[src/sv/spgt_ram.sv]
module spgt_ram #(
  parameter int DEPTH = 64,
  parameter int WIDTH = 8,
  parameter int AW    = (DEPTH > 1) ? $clog2(DEPTH) : 1
) (
  input  logic             clk,
  input  logic             we,
  input  logic [AW-1:0]    waddr,
  input  logic [WIDTH-1:0] wdata,
  input  logic             re,
  input  logic [AW-1:0]    raddr,
  output logic [WIDTH-1:0] rdata
);

  logic [WIDTH-1:0] mem [DEPTH];

  always_ff @(posedge clk) begin
    if (we) begin
      mem[waddr] <= wdata;
    end
  end

  always_ff @(posedge clk) begin
    if (re) begin
      rdata <= mem[raddr];
    end
  end

endmodule

[config.mk]
export PLATFORM = sky130hd
export DESIGN_NAME = spgt_ram
export DESIGN_NICKNAME = d
export VERILOG_FILES = /design/src/sv/spgt_ram.sv
export SDC_FILE = /design/constraint.sdc
export NUM_CORES = 1
export LEC_CHECK = 0
export ABC_AREA = 1
export ABC_CLOCK_PERIOD_IN_PS = 3000
export BUFFER_PORTS_ARGS = -buffer_cell sky130_fd_sc_hd__buf_2
export CAP_MARGIN = 10
export CORE_MARGIN = 10
export CORE_UTILIZATION = 25
export DETAILED_ROUTE_END_ITERATION = 10
export GPL_ROUTABILITY_DRIVEN = 0
export PLACE_DENSITY = 0.41
export SLEW_MARGIN = 20
export SYNTH_ARGS = -nofsm -noshare
export SYNTH_HDL_FRONTEND = slang
export SYNTH_SLANG_ARGS = --single-unit
export TNS_END_PERCENT = 10
[constraint.sdc]
create_clock -name clk -period 3 [get_ports clk]
set_input_delay 0.6 -clock clk [delete_from_list [all_inputs] [get_ports clk]]
set_output_delay 0.6 -clock clk [all_outputs]
set_load 0.03 [all_outputs]
==> impl_metrics.ini <==
[synth]
ys_ff_latch = 520
yosysTopAreaCell = edfxtp_1
synth_edf_count = 520
synth_common_cells = nand2_1, edfxtp_1, nand3_1
syn_area_mm2 = 0.02142
ys.flop_type = edfxtp_1
synth_cell_types = 15
syn_area_per_cell_um2 = 11.87
synth_seq_area_share_pct = 72.90
yosys_warnings = 0
netlist.area_leader.share_pct = 72.90
synthArstFlopShare_pct = 0
synthTopCellsByArea = edfxtp_1, nand2_1, nand3_1, buf_6, nor2_1
synth.net_count = 1828
syn_inst = 1805
yosysMostFrequentCell = nand2_1

[placed_design]
io_buffers = 30
hpwl_um = 39670
dpl_cell_area_mm2 = 0.02338
place_inst = 2990

[route]
drt-initial-drc-count = 1171
drc_errors = 0
vias = 13940
ant_nets = 0
routedWlPerCell_um = 20.88
routed_wl_um = 64680
dr.pass1.iters = 5
viasPerCell = 4.500

[global_route]
antenna_found_initial = 10
track_usage_pct = 12.91
grt_max_degree = 68
grt_pass1_vias = 13770
grt_pass1_wl_um = 94830
overflow = 0

[setup_path]
cp-start-kind = flop
cp.required_ns = 2.40
cp_max_fo = 1
slowest_delay_ns = 0.58
endpoint_kind = primary output
path_class = reg2out
cp.arrival_ns = 1.51
critical_path.top_delay_family = flip-flops
crit_chain = buf_2
slowest_stage = edfxtp_1
cp.buffers_inverters = 1

[final_layout]
final_cells = 3097
fin_nets = 1928
area_growth_pct = 17.66
drive_gt1_share_pct = 11.80
multi_input_area_mm2 = 0.004946
final_util_pct = 29.60
fin_area_mm2 = 0.02520
nFillCells = 8818
ff_latch_area_mm2 = 0.01562

[clocking]
post_cts_resized = 0
cts_root_buf = clkbuf_16
hold_buffers = 0
htree_levels = 2
cts_buffer_depth = 3
cts_buffers = 57
cts.reportedPaths.clkPinSlew_ns = 0.06
cts.sinks = 520
cts_setup_buffers = 0
clk_latency_ns = 0.62
cts_tree = done

[sta]
hold_violations = 0
final.hold.worst_slack_ns = 0.4038
layout_min_cycle_time_ns = 2.109
drv_slew = 0
tightest_slew_ns = 0.9915
post-route-period-util_pct = 70.31
timing.fmax_ghz = 0.4741
relSlewSlack_pct = 33.90
clock_skew_ns = 0.02120
final.setup.tns_ns = 0
rsz0062_at_grt = no
finalSetupViolCount = 0

[die]
num_rows = 107
initial_utilization_pct = 25.16
fp.dieW_um = 312.7
dieArea_mm2 = 0.09778
die_y_um = 312.7
coreArea_mm2 = 0.08515
ios = 31

[min_path]
hold_class = in2reg

[job]
cap_violations = 0

[outcome]
status = finished, final reports clean

[power]
power-per-cell-area_mw_per_mm2 = 637.4
irDropWorstVdd_mv = 0.4028
leakage_nw = 8.995
## cell families (layout without fill, tap and decap cells)
logic type	Yosys count	count (layout)	synth area share [%]
buffers and inverters	125	269	4.007
other	0	4	0
DFF	520	520	72.90
and+or+nand+nor	1160	1160	23.09
## worst paths after layout
check	cells past startpoint	from	to	slack (ns)
worst max-delay path	1	rdata[2]$_DFFE_PP_	rdata[2]	0.89
worst min-delay path	1	re	rdata[3]$_DFFE_PP_	0.40
worst max register to register	8	mem[26][2]$_DFFE_PP_	rdata[2]$_DFFE_PP_	1.37
worst min register to register	8	mem[48][2]$_DFFE_PP_	rdata[2]$_DFFE_PP_	0.88
## per-layer routing
metal / vias to the layer above / global-route usage [%] / wire length, µm
met2: 395 / 19.83 / 28520
met5: - / 1.382 / 42
met1: 6871 / 17.83 / 29830
met3: 96 / 3.073 / 4664
met4: 8 / 3.681 / 1622
li1: 6566 / - / -
## power by group
group	total (mW)	leakage, nW	switching (mW)	internal (mW)
registers	8.10	4.69	0.0366	8.06
logic	1.05	3.42	0.777	0.269
clock network	6.92	0.884	2.88	4.04
## area by class of cell
| class | count | area share, % |
|---|---|---|
| Sequential cell | 520 | 61.96 |
| Multi-Input combinational cell | 1160 | 19.62 |
| Clock buffer | 74 | 5.997 |
| Tap cell | 1144 | 5.679 |
| Timing Repair Buffer | 154 | 5.277 |
| Clock inverter | 29 | 1.206 |
| Inverter | 12 | 0.2184 |
| Antenna cell | 4 | 0.03972 |
## flip-flops by register name (all words and copies together), names as in the netlist
signal,count
mem,512
rdata,8
## per-stage QoR
| step | power (mW) | setup WS [ns] |
|---|---|---|
| floorplan | 8.810 | 0.6339 |
| global placement | 9.309 | 0.4250 |
| detailed placement | 9.306 | 0.4432 |
| CTS | 16.27 | 0.9197 |
| global route | 16.65 | 0.8460 |
| finish | 16.06 | 0.8908 |
## layout by cell type, fill, tap and decap left out, types with 4 or more instances in the layout
cell type and instances:
nand2_1 648, edfxtp_1 520, nand3_1 439, buf_4 106, clkbuf_16 58, nor2_1 56, buf_2 28, buf_12 19
clkbuf_1 16, clkinv_1 14, inv_1 9, nand4_1 9, nor4_1 8, clkinv_2 7, bufinv_16 6, diode_2 4
(Power assumes the default switching activity.)
